**src/rtl/psa_pkg.sv**
```systemverilog
`timescale 1ns / 1ps
// ----------------------------------------------------------------------------
// psa_pkg: shared definitions of the partitioned slot allocator
// Geometry, field widths, status codes, controller states and the control
// bundle that drives one pool of key cells.
// ----------------------------------------------------------------------------
package psa_pkg;

  localparam int ROWS_PER_CLASS = 2;
  localparam int SLOT_COLUMNS   = 10;
  localparam int KEY_BITS       = 16;

  localparam int POOL_SLOTS = ROWS_PER_CLASS * SLOT_COLUMNS;

  localparam int COL_W  = (SLOT_COLUMNS > 1) ? $clog2(SLOT_COLUMNS) : 1;
  localparam int ROWR_W = (ROWS_PER_CLASS > 1) ? $clog2(ROWS_PER_CLASS) : 1;

  localparam int IN_KEY_W  = 16;
  localparam int STATUS_W  = 2;
  localparam int ROW_OUT_W = 2;
  localparam int COL_OUT_W = 4;
  localparam int COUNT_W   = 5;
  localparam int ALL_W     = 6;

  typedef enum logic [STATUS_W-1:0] {
    STAT_DONE    = 2'd0,
    STAT_FULL    = 2'd1,
    STAT_MISSING = 2'd2,
    STAT_ZERO    = 2'd3
  } status_t;

  typedef enum logic [1:0] {
    S_IDLE,
    S_SCAN,
    S_FINISH
  } state_t;

  typedef struct packed {
    logic                shift;
    logic                arm;
    logic [KEY_BITS-1:0] want;
    logic [KEY_BITS-1:0] new_key;
  } pool_ctl_t;

endpackage

```
**src/rtl/psa_if.sv**
```systemverilog
`timescale 1ns / 1ps
// ----------------------------------------------------------------------------
// psa_if: request and response channels of the slot allocator
// Valid/ready channels; a beat moves when valid and ready are both high.
// ----------------------------------------------------------------------------
interface psa_req_if;
  import psa_pkg::*;

  logic                valid;
  logic                ready;
  logic                req_type;
  logic                vehicle_class;
  logic [IN_KEY_W-1:0] vehicle_key;

  modport source (output valid, req_type, vehicle_class, vehicle_key, input ready);
  modport sink (input valid, req_type, vehicle_class, vehicle_key, output ready);
endinterface

interface psa_rsp_if;
  import psa_pkg::*;

  logic                 valid;
  logic                 ready;
  logic [STATUS_W-1:0]  status;
  logic [ROW_OUT_W-1:0] slot_row;
  logic [COL_OUT_W-1:0] slot_column;
  logic [COUNT_W-1:0]   class0_total;
  logic [COUNT_W-1:0]   class1_total;
  logic [ALL_W-1:0]     all_total;

  modport source (output valid, status, slot_row, slot_column, class0_total,
                  class1_total, all_total, input ready);
  modport sink (input valid, status, slot_row, slot_column, class0_total,
                class1_total, all_total, output ready);
endinterface

```
**src/rtl/psa_cell.sv**
```systemverilog
`timescale 1ns / 1ps
// ----------------------------------------------------------------------------
// psa_cell: one slot of a pool
// Holds one key and takes its neighbor's key whenever the pool rotates.
// ----------------------------------------------------------------------------
module psa_cell (
  input  logic                          clk,
  input  logic                          rst,
  input  logic                          shift,
  input  logic [psa_pkg::KEY_BITS-1:0]  d,
  output logic [psa_pkg::KEY_BITS-1:0]  q
);
  import psa_pkg::*;

  always_ff @(posedge clk) begin
    if (rst) begin
      q <= '0;
    end else if (shift) begin
      q <= d;
    end
  end

endmodule

```
**src/rtl/psa_pool.sv**
```systemverilog
`timescale 1ns / 1ps
// ----------------------------------------------------------------------------
// psa_pool: one class pool as a ring of key cells
// Each rotation step presents the head slot for comparison; the head key
// re-enters at the tail, replaced on the first match of a pass.
// ----------------------------------------------------------------------------
module psa_pool (
  input  logic               clk,
  input  logic               rst,
  input  psa_pkg::pool_ctl_t ctl,
  output logic               hit
);
  import psa_pkg::*;

  logic [KEY_BITS-1:0] key_q [POOL_SLOTS];
  logic [KEY_BITS-1:0] wrap;

  assign hit  = ctl.arm && (key_q[0] == ctl.want);
  assign wrap = hit ? ctl.new_key : key_q[0];

  for (genvar i = 0; i < POOL_SLOTS; i++) begin : g_cell
    logic [KEY_BITS-1:0] d;

    if (i == POOL_SLOTS - 1) begin : g_tail
      assign d = wrap;
    end else begin : g_body
      assign d = key_q[i+1];
    end

    psa_cell u_cell (
      .clk   (clk),
      .rst   (rst),
      .shift (ctl.shift),
      .d     (d),
      .q     (key_q[i])
    );
  end

endmodule

```
**src/rtl/partitioned_slot_allocator_unit.sv**
```systemverilog
`timescale 1ns / 1ps
// ----------------------------------------------------------------------------
// partitioned_slot_allocator_unit: first-fit slot allocator with key lookup
// Two pools of key cells; allocate takes the first free slot of a pool,
// release frees the first slot holding the key. Occupancy per pool is kept.
// ----------------------------------------------------------------------------
//   channel   direction   beat contents
//   req       in          req_type, vehicle_class, vehicle_key
//   rsp       out         status, slot_row, slot_column, class totals
//
// A request with a nonzero key makes one full rotation of the selected pool's
// cell ring, stepping one slot at a time, before it finishes.
// A request with a zero key skips the rotation and goes straight to finish.
// Reset clears every slot and both counts.
// The response register holds one result; a stalled rsp lets the next
// request be accepted and scanned, and only its final write waits.
// ----------------------------------------------------------------------------
module partitioned_slot_allocator_unit (
  input  logic      clk,
  input  logic      rst,
  psa_req_if.sink   req,
  psa_rsp_if.source rsp
);
  import psa_pkg::*;

  state_t state;
  state_t state_next;

  logic                req_kind;
  logic                req_cls;
  logic [KEY_BITS-1:0] req_key;
  logic                zero_key;
  logic                found;
  logic [ROWR_W-1:0]   hit_row;
  logic [COL_W-1:0]    hit_col;
  logic [ROWR_W-1:0]   row_cnt;
  logic [COL_W-1:0]    col_cnt;

  logic [COUNT_W-1:0] class0_count;
  logic [COUNT_W-1:0] class1_count;
  logic [COUNT_W-1:0] class0_count_next;
  logic [COUNT_W-1:0] class1_count_next;

  logic                accept;
  logic                scan_en;
  logic                finish;
  logic                last_slot;
  logic                hit;
  logic                hit0;
  logic                hit1;
  logic [KEY_BITS-1:0] key_in;
  pool_ctl_t           ctl0;
  pool_ctl_t           ctl1;
  status_t             status_new;
  logic [ROW_OUT_W-1:0] row_abs;

  assign key_in    = KEY_BITS'(req.vehicle_key);
  assign accept    = req.valid && req.ready;
  assign last_slot = (row_cnt == ROWR_W'(ROWS_PER_CLASS - 1)) &&
                     (col_cnt == COL_W'(SLOT_COLUMNS - 1));

  always_comb begin
    state_next = state;
    case (state)
      S_IDLE: begin
        if (accept) begin
          state_next = (key_in == '0) ? S_FINISH : S_SCAN;
        end
      end
      S_SCAN: begin
        if (last_slot) begin
          state_next = S_FINISH;
        end
      end
      S_FINISH: begin
        if (finish) begin
          state_next = S_IDLE;
        end
      end
      default: state_next = S_IDLE;
    endcase
  end

  always_comb begin
    req.ready = 1'b0;
    scan_en   = 1'b0;
    finish    = 1'b0;
    case (state)
      S_IDLE:   req.ready = 1'b1;
      S_SCAN:   scan_en = 1'b1;
      S_FINISH: finish = !rsp.valid || rsp.ready;
      default: begin
        req.ready = 1'b0;
      end
    endcase
  end

  always_ff @(posedge clk) begin
    if (rst) begin
      state <= S_IDLE;
    end else begin
      state <= state_next;
    end
  end

  always_comb begin
    ctl0.shift   = scan_en && !req_cls;
    ctl0.arm     = !found;
    ctl0.want    = req_kind ? req_key : '0;
    ctl0.new_key = req_kind ? '0 : req_key;
    ctl1         = ctl0;
    ctl1.shift   = scan_en && req_cls;
  end

  psa_pool u_pool0 (
    .clk (clk),
    .rst (rst),
    .ctl (ctl0),
    .hit (hit0)
  );

  psa_pool u_pool1 (
    .clk (clk),
    .rst (rst),
    .ctl (ctl1),
    .hit (hit1)
  );

  assign hit = req_cls ? hit1 : hit0;

  always_ff @(posedge clk) begin
    if (accept) begin
      req_kind <= req.req_type;
      req_cls  <= req.vehicle_class;
      req_key  <= key_in;
      zero_key <= (key_in == '0);
    end
  end

  always_ff @(posedge clk) begin
    if (rst) begin
      found   <= 1'b0;
      row_cnt <= '0;
      col_cnt <= '0;
    end else if (accept) begin
      found   <= 1'b0;
      row_cnt <= '0;
      col_cnt <= '0;
    end else if (scan_en) begin
      if (hit) begin
        found   <= 1'b1;
        hit_row <= row_cnt;
        hit_col <= col_cnt;
      end
      if (col_cnt == COL_W'(SLOT_COLUMNS - 1)) begin
        col_cnt <= '0;
        row_cnt <= row_cnt + 1'b1;
      end else begin
        col_cnt <= col_cnt + 1'b1;
      end
    end
  end

  always_comb begin
    class0_count_next = class0_count;
    class1_count_next = class1_count;
    if (zero_key) begin
      status_new = STAT_ZERO;
    end else if (found) begin
      status_new = STAT_DONE;
      if (req_cls) begin
        class1_count_next = req_kind ? class1_count - 1'b1 : class1_count + 1'b1;
      end else begin
        class0_count_next = req_kind ? class0_count - 1'b1 : class0_count + 1'b1;
      end
    end else begin
      status_new = req_kind ? STAT_MISSING : STAT_FULL;
    end
    row_abs = ROW_OUT_W'(int'(req_cls) * ROWS_PER_CLASS + int'(hit_row));
  end

  always_ff @(posedge clk) begin
    if (rst) begin
      class0_count <= '0;
      class1_count <= '0;
      rsp.valid    <= 1'b0;
    end else begin
      if (finish) begin
        class0_count <= class0_count_next;
        class1_count <= class1_count_next;
        rsp.valid    <= 1'b1;
      end else if (rsp.ready) begin
        rsp.valid <= 1'b0;
      end
    end
  end

  always_ff @(posedge clk) begin
    if (finish) begin
      rsp.status       <= status_new;
      rsp.slot_row     <= (status_new == STAT_DONE) ? row_abs : '0;
      rsp.slot_column  <= (status_new == STAT_DONE) ? COL_OUT_W'(hit_col) : '0;
      rsp.class0_total <= class0_count_next;
      rsp.class1_total <= class1_count_next;
      rsp.all_total    <= ALL_W'(class0_count_next) + ALL_W'(class1_count_next);
    end
  end

  a_busy_after_accept : assert property (@(posedge clk) disable iff (rst)
    accept |=> !req.ready)
    else $error("request accepted while a request was in progress");

  a_fail_position_zero : assert property (@(posedge clk) disable iff (rst)
    (rsp.valid && (rsp.status != STAT_DONE)) |->
      (rsp.slot_row == '0 && rsp.slot_column == '0))
    else $error("failed request reports a slot position");

  a_total_sum : assert property (@(posedge clk) disable iff (rst)
    rsp.valid |->
      (rsp.all_total == ALL_W'(rsp.class0_total) + ALL_W'(rsp.class1_total)))
    else $error("overall total differs from the sum of the pool totals");

  a_scan_one_pass : assert property (@(posedge clk) disable iff (rst)
    (scan_en && last_slot) |=> (state == S_FINISH && row_cnt == '0 && col_cnt == '0))
    else $error("pool scan did not end after one full rotation");

endmodule

```
**src/flat_wrapper.sv**
```systemverilog
// flat-port wrapper written by rule: the top's interface ports become plain ports
module partitioned_slot_allocator_unit_flat import psa_pkg::*;
  (clk, rst, req_valid, req_req_type, req_vehicle_class, req_vehicle_key, req_ready, rsp_valid, rsp_status, rsp_slot_row, rsp_slot_column, rsp_class0_total, rsp_class1_total, rsp_all_total, rsp_ready);
  psa_req_if req_i ();
  psa_rsp_if rsp_i ();
  input  logic clk;
  input  logic rst;
  input wire logic [$bits(req_i.valid)-1:0] req_valid;
  input wire logic [$bits(req_i.req_type)-1:0] req_req_type;
  input wire logic [$bits(req_i.vehicle_class)-1:0] req_vehicle_class;
  input wire logic [$bits(req_i.vehicle_key)-1:0] req_vehicle_key;
  output wire logic [$bits(req_i.ready)-1:0] req_ready;
  output wire logic [$bits(rsp_i.valid)-1:0] rsp_valid;
  output wire logic [$bits(rsp_i.status)-1:0] rsp_status;
  output wire logic [$bits(rsp_i.slot_row)-1:0] rsp_slot_row;
  output wire logic [$bits(rsp_i.slot_column)-1:0] rsp_slot_column;
  output wire logic [$bits(rsp_i.class0_total)-1:0] rsp_class0_total;
  output wire logic [$bits(rsp_i.class1_total)-1:0] rsp_class1_total;
  output wire logic [$bits(rsp_i.all_total)-1:0] rsp_all_total;
  input wire logic [$bits(rsp_i.ready)-1:0] rsp_ready;
  assign req_i.valid = req_valid;
  assign req_i.req_type = req_req_type;
  assign req_i.vehicle_class = req_vehicle_class;
  assign req_i.vehicle_key = req_vehicle_key;
  assign req_ready = req_i.ready;
  assign rsp_valid = rsp_i.valid;
  assign rsp_status = rsp_i.status;
  assign rsp_slot_row = rsp_i.slot_row;
  assign rsp_slot_column = rsp_i.slot_column;
  assign rsp_class0_total = rsp_i.class0_total;
  assign rsp_class1_total = rsp_i.class1_total;
  assign rsp_all_total = rsp_i.all_total;
  assign rsp_i.ready = rsp_ready;
  partitioned_slot_allocator_unit u_core (.clk(clk), .rst(rst), .req(req_i), .rsp(rsp_i));
endmodule
```
**config.mk**
```make
export PLATFORM = sky130hd
export DESIGN_NAME = partitioned_slot_allocator_unit_flat
export DESIGN_NICKNAME = d
export VERILOG_FILES = /design/src/rtl/psa_pkg.sv /design/src/rtl/psa_if.sv /design/src/rtl/psa_cell.sv /design/src/rtl/psa_pool.sv /design/src/rtl/partitioned_slot_allocator_unit.sv /design/src/flat_wrapper.sv
export SDC_FILE = /design/constraint.sdc
export NUM_CORES = 1
export LEC_CHECK = 0
export ABC_AREA = 1
export BUFFER_PORTS_ARGS = -buffer_cell sky130_fd_sc_hd__buf_2
export CELL_PAD_IN_SITES_DETAIL_PLACEMENT = 1
export CELL_PAD_IN_SITES_GLOBAL_PLACEMENT = 1
export CORE_AREA = 2 2 252 254
export CTS_CLUSTER_DIAMETER = 120
export DETAILED_ROUTE_END_ITERATION = 10
export DIE_AREA = 0 0 254 256
export HOLD_SLACK_MARGIN = 0.03
export PLACE_DENSITY = 0.78
export SLEW_MARGIN = 20
export SYNTH_ARGS = -nofsm -noshare
export SYNTH_HDL_FRONTEND = slang
export SYNTH_SLANG_ARGS = --single-unit
export TNS_END_PERCENT = 10
```
**constraint.sdc**
```tcl
create_clock -name clk -period 2.6 [get_ports clk]
set_input_delay 0.52 -clock clk [delete_from_list [all_inputs] [get_ports clk]]
set_output_delay 0.52 -clock clk [all_outputs]
set_load 0.02 [all_outputs]
```
==> impl_metrics.tcl, run 1 <==
set metrics [dict create \
    status "completed" \
    synth_simple_gate_area_share_pct 23.08 \
    grt_pass1_vias 21530 \
    grt_overflow 0 \
    cts-root-buf "clkbuf_16" \
    syn_area_um2 25960 \
    cts_tree "done" \
    ys_top_cells_by_count "764 x nand2_1, 659 x dfxtp_1, 657 x nor2_1, 335 x o21ai_0, 327 x a21oi_1" \
    synth_top_flop_cell "dfxtp_1" \
    yosys.area_share.xor_xnor_pct 0.4724 \
    cp_cell_sequence "buf_6 -> fa_2 -> or2_4 -> nand3_2 -> o21ai_2 -> ha_1 -> nand2_1 -> nor2_2 -> a211oi_2 -> o21bai_1 -> a21o_1" \
    portBuffers 47 \
    max_freq_ghz 0.3921 \
    ir_worst_vdd_mv 0.4986 \
    hold_viol 0 \
    ys_ff_latch 707 \
    ant_nets 0 \
    grt_max_degree 214 \
    drc_errors 0 \
    clk_latency_ns 0.62 \
    yosysSeqAreaShare_pct 56.37 \
    netlist.area_leader.share_pct 50.82 \
    gp_congestion 0.8219 \
    postSynthAreaPerCell_um2 7.826 \
    fin_worst_skew_ns 0.01869 \
    grt_pass1_wl_um 103100 \
    cts_hold_buf 0 \
    path_clk_slew_ns 0.06 \
    syn_inst 3317 \
    design.die.area_um2 65020 \
    max_slew_margin_pct 43.20 \
    cp-start-kind "flip-flop" \
    setup_tns_ns 0 \
    drive_gt1_share_pct 7.785 \
    vias_per_cell 5.039 \
    tightest_slew_ns 0.8520 \
    synth-compound-area-share_pct 14.00 \
    fin_crit_ns 2.550 \
    die_w_um 254 \
    use_met1_pct 23.50 \
    initial_utilization_pct 41.61 \
    cts.sinks 707 \
    worst-endpoint-required_ns 2.97 \
    die_h_um 256 \
    rsz0062_at_grt "yes" \
    synth_top_family_by_area "simple AND/OR/NAND/NOR gates" \
    ys_top_cells_by_area "dfxtp_1 51%, nand2_1 11%, nor2_1 9.5%, o21ai_0 6.5%, a21oi_1 6.3%" \
    synthAdderAreaFrac_pct 0.7616 \
    dr.first_iter.drc_count 1261 \
    clock_path_buffers 3 \
    dpl.hpwl_um 35320 \
    grt_busiest_layer "met2" \
    finalNetCount 3306 \
    area_growth_pct 14.08 \
    rows 92 \
    dr.pass1.iters 5 \
    drt_wl_total_um 60500 \
    htreeDepth 3 \
    synth_cell_types 33 \
    cp_slowest_stage_delay_ns 0.42 \
    worstPathArrival_ns 2.92 \
    dp_worst_setup_slack_ns -0.1759 \
    crit_type "reg2reg" \
    cp_slowest_cell "edfxtp_1" \
    ios 48 \
    fin_area_um2 29610 \
    yosys.cell_count.top_type "nand2_1" \
    yosysWarnings 0 \
    finalSetupViolCount 0 \
    core_area_um2 62390 \
    numCtsBuffers 76 \
    maxSlewViolCount 0 \
    power_density_nw_per_um2 987.0 \
    drv_cap 0 \
    muxShareOfSynthArea_pct 0 \
    synth_edf_count 48 \
    cp_max_fo 3 \
    grtUsageMet3_pct 3.051 \
    crit_buf_inv 1 \
    vias 21030 \
    fin_crit_sh_pct 98.09 \
    worstSetupEndpointType "flip-flop" \
    wl_per_cell_um 14.50 \
    hold-worst-slack_ns 0.09765 \
    yosysTopAreaCell "dfxtp_1" \
    antenna_found_initial 0 \
    syn_nets 3353 \
    crit_family "adder cells" \
    grt.total_usage_pct 18.64 \
    fin_ws_ns 0.04960 \
    num_antenna_cells 0 \
    grtUsageMet2_pct 32.26 \
    hold_path.class "in2reg" \
    p_leak_nw 12.01 \
    async_flop_share_pct 0 \
    place_area_um2 26890 \
]
[repair_timing]
action                                  CTS  global route
cloned                                    0             0
endpoints found under the setup margin   40            38
endpoints found under the hold margin     0             0
pin swaps                                 1             8
gates resized for setup                  10            24
buffers inserted                          0             4
[report_power, final]
group | internal [mW] | switching [mW]
registers | 12.3 | 0.765
logic | 1.54 | 3.64
clock network | 6.54 | 4.39
[worst reg2reg max path, cell delays in order, from the launching register on]
cell	delay, ns
edfxtp_1	0.42
buf_6	0.15
fa_2	0.35
or2_4	0.23
nand3_2	0.07
o21ai_2	0.06
ha_1	0.34
nand2_1	0.09
nor2_2	0.04
a211oi_2	0.24
o21bai_1	0.13
a21o_1	0.19
[cells by family (layout without fill, tap and decap cells)]
| family | Yosys count | count (layout) |
|---|---|---|
| adder cells (fa/ha/maj) | 14 | 14 |
| flip-flops | 707 | 707 |
| buffers and inverters | 344 | 354 |
| XOR/XNOR | 14 | 14 |
| AO/OA/AOI/OAI | 707 | 707 |
| AND/OR/NAND/NOR | 1531 | 1531 |
[sequential cells by signal, indices dropped and copies added, names as in the netlist, 2 cells and up]
register	flops
u_core.u_pool0.g_cell.u_cell.q	320
u_core.u_pool1.g_cell.u_cell.q	320
u_core.req_key	16
u_core.rsp.all_total	6
u_core.class0_count	5
u_core.class1_count	5
u_core.rsp.class0_total	5
u_core.rsp.class1_total	5
u_core.col_cnt	4
u_core.hit_col	4
u_core.rsp.slot_column	4
u_core.rsp.slot_row	2
u_core.rsp.status	2
u_core.state	2
[area by class of cell]
class	count	area [um2]
timing repair buffer	101	824.5
multi-input combinational	2266	10070
sequential	707	14640
clock inverter	26	299.0
fill	7495	32780
tap	846	1059
clock buffer	109	2258
inverter	118	465.4
[per-stage QoR]
| step | total power, mW | cells | utilization [%] |
|---|---|---|---|
| CTS | 29.53 | 4169 | 47.27 |
| detailed placement | 18.42 | 4034 | 43.11 |
| finish | 29.23 | 4173 | 47.47 |
| floorplan | 16.95 | 3317 | - |
| global route | 30.91 | 4173 | 47.47 |
| global placement | 18.12 | 4034 | 43.11 |
[path summary, 6_finish.rpt]
path / from / endpoint / slack [ns] / cells past startpoint
worst min register to register: u_core.row_cnt / u_core.hit_row / 0.44 / 0
worst max-delay path: u_core.req_kind / u_core.rsp.all_total[5] / 0.05 / 11
worst max register to register: u_core.req_kind / u_core.rsp.all_total[5] / 0.05 / 11
worst min-delay path: req_vehicle_key[3] / u_core.req_key[3] / 0.1 / 1
[metal layers]
layer | vias up | wire (um)
li1 | 10560 | -
met1 | 10220 | 27530
met2 | 155 | 29960
met3 | 99 | 1440
met4 | 0 | 1567
met5 | - | 0
[placed cells by master, fill, tap and decap left out, types with 3 or more instances in the layout]
master and instances:
buf_4 38, buf_2 46, clkbuf_1 12, nand4_1 35
nor2_1 656, a21oi_1 326, edfxtp_1 48, o21a_1 32
clkbuf_16 78, xor2_1 9, inv_2 4, dfxtp_1 658
nor2_4 8, inv_1 110, ha_4 3, xnor2_1 4
inv_8 3, buf_12 13, ha_1 8, clkinv_2 12
nand3_1 55, clkinv_8 3, clkbuf_8 19, clkinv_1 3
buf_6 3, o21ai_1 9, o21ai_0 329, bufinv_16 5
nand2_1 762
Note: power is estimated with default switching activity, not from simulation.
==> inputs of run 2 (changes only) <==
--- a/config.mk
+++ b/config.mk
@@ -9,2 +9,3 @@
 export BUFFER_PORTS_ARGS = -buffer_cell sky130_fd_sc_hd__buf_2
+export CAP_MARGIN = 10
 export CELL_PAD_IN_SITES_DETAIL_PLACEMENT = 1
@@ -17,2 +18,3 @@
 export PLACE_DENSITY = 0.78
+export RECOVER_POWER = 50
 export SLEW_MARGIN = 20
==> constraint.sdc (replaced) <==
create_clock -name clk -period 2.6 [get_ports clk]
set_input_delay 0.13 -clock clk [delete_from_list [all_inputs] [get_ports clk]]
set_output_delay 0.13 -clock clk [all_outputs]
set_load 0.02 [all_outputs]
==> run 2 against run 1 <==
- the flow now finishes with violations (negative setup slack)
- sequential power hardly changed
- routed wire length down 0.66%
- die area unchanged
- final area rose by 0.47%
- count of clock-buffer cells in the layout up 6
- clock power hardly changed
- sequential cell count unchanged
- sequential share of layout area shrank 0.23 points
- clock skew rose by 0.00062 ns
==> impl_metrics.tcl, run 2 (synthesized netlist as in run 1, its figures left out) <==
set metrics [dict create \
    status "finished, violations left" \
    violations "negative setup slack" \
    grt_max_degree 217 \
    cts_tree "done" \
    grt.total_usage_pct 18.24 \
    rows 92 \
    mostFrequentLayoutCells "762 x nand2_1, 658 x dfxtp_1, 657 x nor2_1, 329 x o21ai_0, 327 x a21oi_1" \
    drv_cap 0 \
    cp_slowest_cell "edfxtp_1" \
    final_core_util_pct 47.69 \
    fin_worst_skew_ns 0.01932 \
    dpl.hpwl_um 35010 \
    max_slew_margin_pct 31.38 \
    tightest_slew_ns 1.029 \
    drt_wl_total_um 60100 \
    htreeDepth 3 \
    max_freq_ghz 0.3781 \
    cp-start-kind "flip-flop" \
    design.die.area_um2 65020 \
    dr.pass1.iters 5 \
    antenna_found_initial 0 \
    power_density_nw_per_um2 977.2 \
    cp_slowest_stage_delay_ns 0.47 \
    worst-endpoint-required_ns 2.96 \
    vias_per_cell 4.985 \
    hold_viol 0 \
    die_w_um 254 \
    worstPathArrival_ns 3.00 \
    dr.first_iter.drc_count 1248 \
    hold_path.class "in2reg" \
    fin_crit_sh_pct 101.7 \
    fin_ws_ns -0.04492 \
    crit_type "reg2reg" \
    num_antenna_cells 0 \
    drc_errors 0 \
    area_growth_pct 14.61 \
    die_h_um 256 \
    finalSetupViolCount 1 \
    fin_area_um2 29750 \
    ir_worst_vdd_mv 0.5766 \
    finalNetCount 3327 \
    place_area_um2 26890 \
    rsz0062_at_grt "yes" \
    core_area_um2 62390 \
    grt_overflow 0 \
    drive_gt1_share_pct 7.070 \
    fin_crit_ns 2.645 \
    layout_commonest_cell "nand2_1" \
    ios 48 \
    worstSetupEndpointType "flip-flop" \
    cp_cell_sequence "buf_6 -> fa_1 -> or2_4 -> o21ai_2 -> inv_1 -> ha_1 -> nand2_1 -> nor2_1 -> a211oi_2 -> o21bai_1 -> a21o_1" \
    p_leak_nw 12.04 \
    grt_pass1_vias 21110 \
    portBuffers 47 \
    path_clk_slew_ns 0.06 \
    gp_congestion 0.8199 \
    grt_pass1_wl_um 100900 \
    clock_path_buffers 3 \
    ant_nets 0 \
    vias 20930 \
    maxSlewViolCount 0 \
    cts-root-buf "clkbuf_16" \
    cp_max_fo 4 \
    clk_latency_ns 0.61 \
    wl_per_cell_um 14.32 \
    numCtsBuffers 75 \
    cts.sinks 707 \
    initial_utilization_pct 41.61 \
    reg.largest.list "u_core.u_pool0.g_cell.u_cell.q: 320 flops, u_core.u_pool1.g_cell.u_cell.q: 320 flops, u_core.req_key: 16 flops" \
]
run 2: cell count changes in the layout (fill, tap and decap cells not counted), moves of 2 or more:
cell,before,now
clkinv_2,12,15
clkbuf_1,12,37
clkinvlp_4,2,0
buf_2,46,28
clkinv_1,3,1
dlygate4sd3_1,0,20
clkinv_8,3,1
o21ai_2,2,4
run 2: final timing paths:
path	startpoint	cells past startpoint	end	slack, ns
max reg2reg	u_core.req_kind	11	u_core.rsp.all_total[5]	-0.04
max	u_core.req_kind	11	u_core.rsp.all_total[5]	-0.04
min	req_valid	7	u_core.state[0]	0.08
min reg2reg	u_core.row_cnt	0	u_core.hit_row	0.43
run 2: report_power, final:
| part | switching (mW) | total (mW) | internal (mW) |
|---|---|---|---|
| clock | 4.34 | 10.8 | 6.44 |
| combinational | 3.60 | 5.17 | 1.58 |
| sequential | 0.766 | 13.1 | 12.3 |
| total | 8.70 | 29.1 | 20.4 |
run 2: timing repair:
| action | 4_1_cts | 5_1_grt |
|---|---|---|
| hold buffers | 20 | 0 |
| endpoints found under the setup margin | 40 | 40 |
| gates resized for setup | 2 | 24 |
| hold endpoints to repair | 66 | 0 |
| pin swaps | 1 | 8 |
| setup buffers | 2 | 5 |
run 2: through the flow:
stage / hold WS (ns) / std cells / setup slack, ns / power [mW] / setup TNS (ns)
2_1_floorplan: 0.2289 / 3317 / 0.02363 / 16.95 / 0
3_3_place_gp: 0.3418 / 4033 / -0.0005433 / 18.11 / -0.0005433
3_5_place_dp: 0.3377 / 4033 / -0.1494 / 18.36 / -3.868
4_1_cts: 0.04678 / 4193 / -0.03177 / 29.35 / -0.03177
5_1_grt: 0.1389 / 4198 / -0.1251 / 30.76 / -0.1469
6_report: 0.07784 / 4198 / -0.04492 / 29.07 / -0.04492
run 2: layout make-up:
cell class                 instances  area, um2
fill                            7536      32640
tap                              846       1059
clock inverter                    23      249.0
clock buffer                     115       2271
multi-input combinational       2266      10050
sequential                       707      14640
inverter                         118      465.4
timing repair buffer             123       1021
run 2: worst max-delay path, delay by kind of cell (launching register included):
| kind | cells | cell delay, ns |
|---|---|---|
| adder cells (fa/ha/maj) | 2 | 0.71 |
| AO/OA/AOI/OAI | 4 | 0.62 |
| flip-flops | 1 | 0.47 |
| AND/OR/NAND/NOR | 3 | 0.35 |
| buffers and inverters | 2 | 0.25 |
run 2: layer usage:
layer | share of wire (%) | global-route usage [%] | wire (um)
met3 | 2.4 | 3.102 | 1451
met2 | 49 | 31.12 | 29450
met1 | 46 | 23.62 | 27840
met4 | 2.3 | 5.196 | 1353
met5 | 0 | 0 | 0
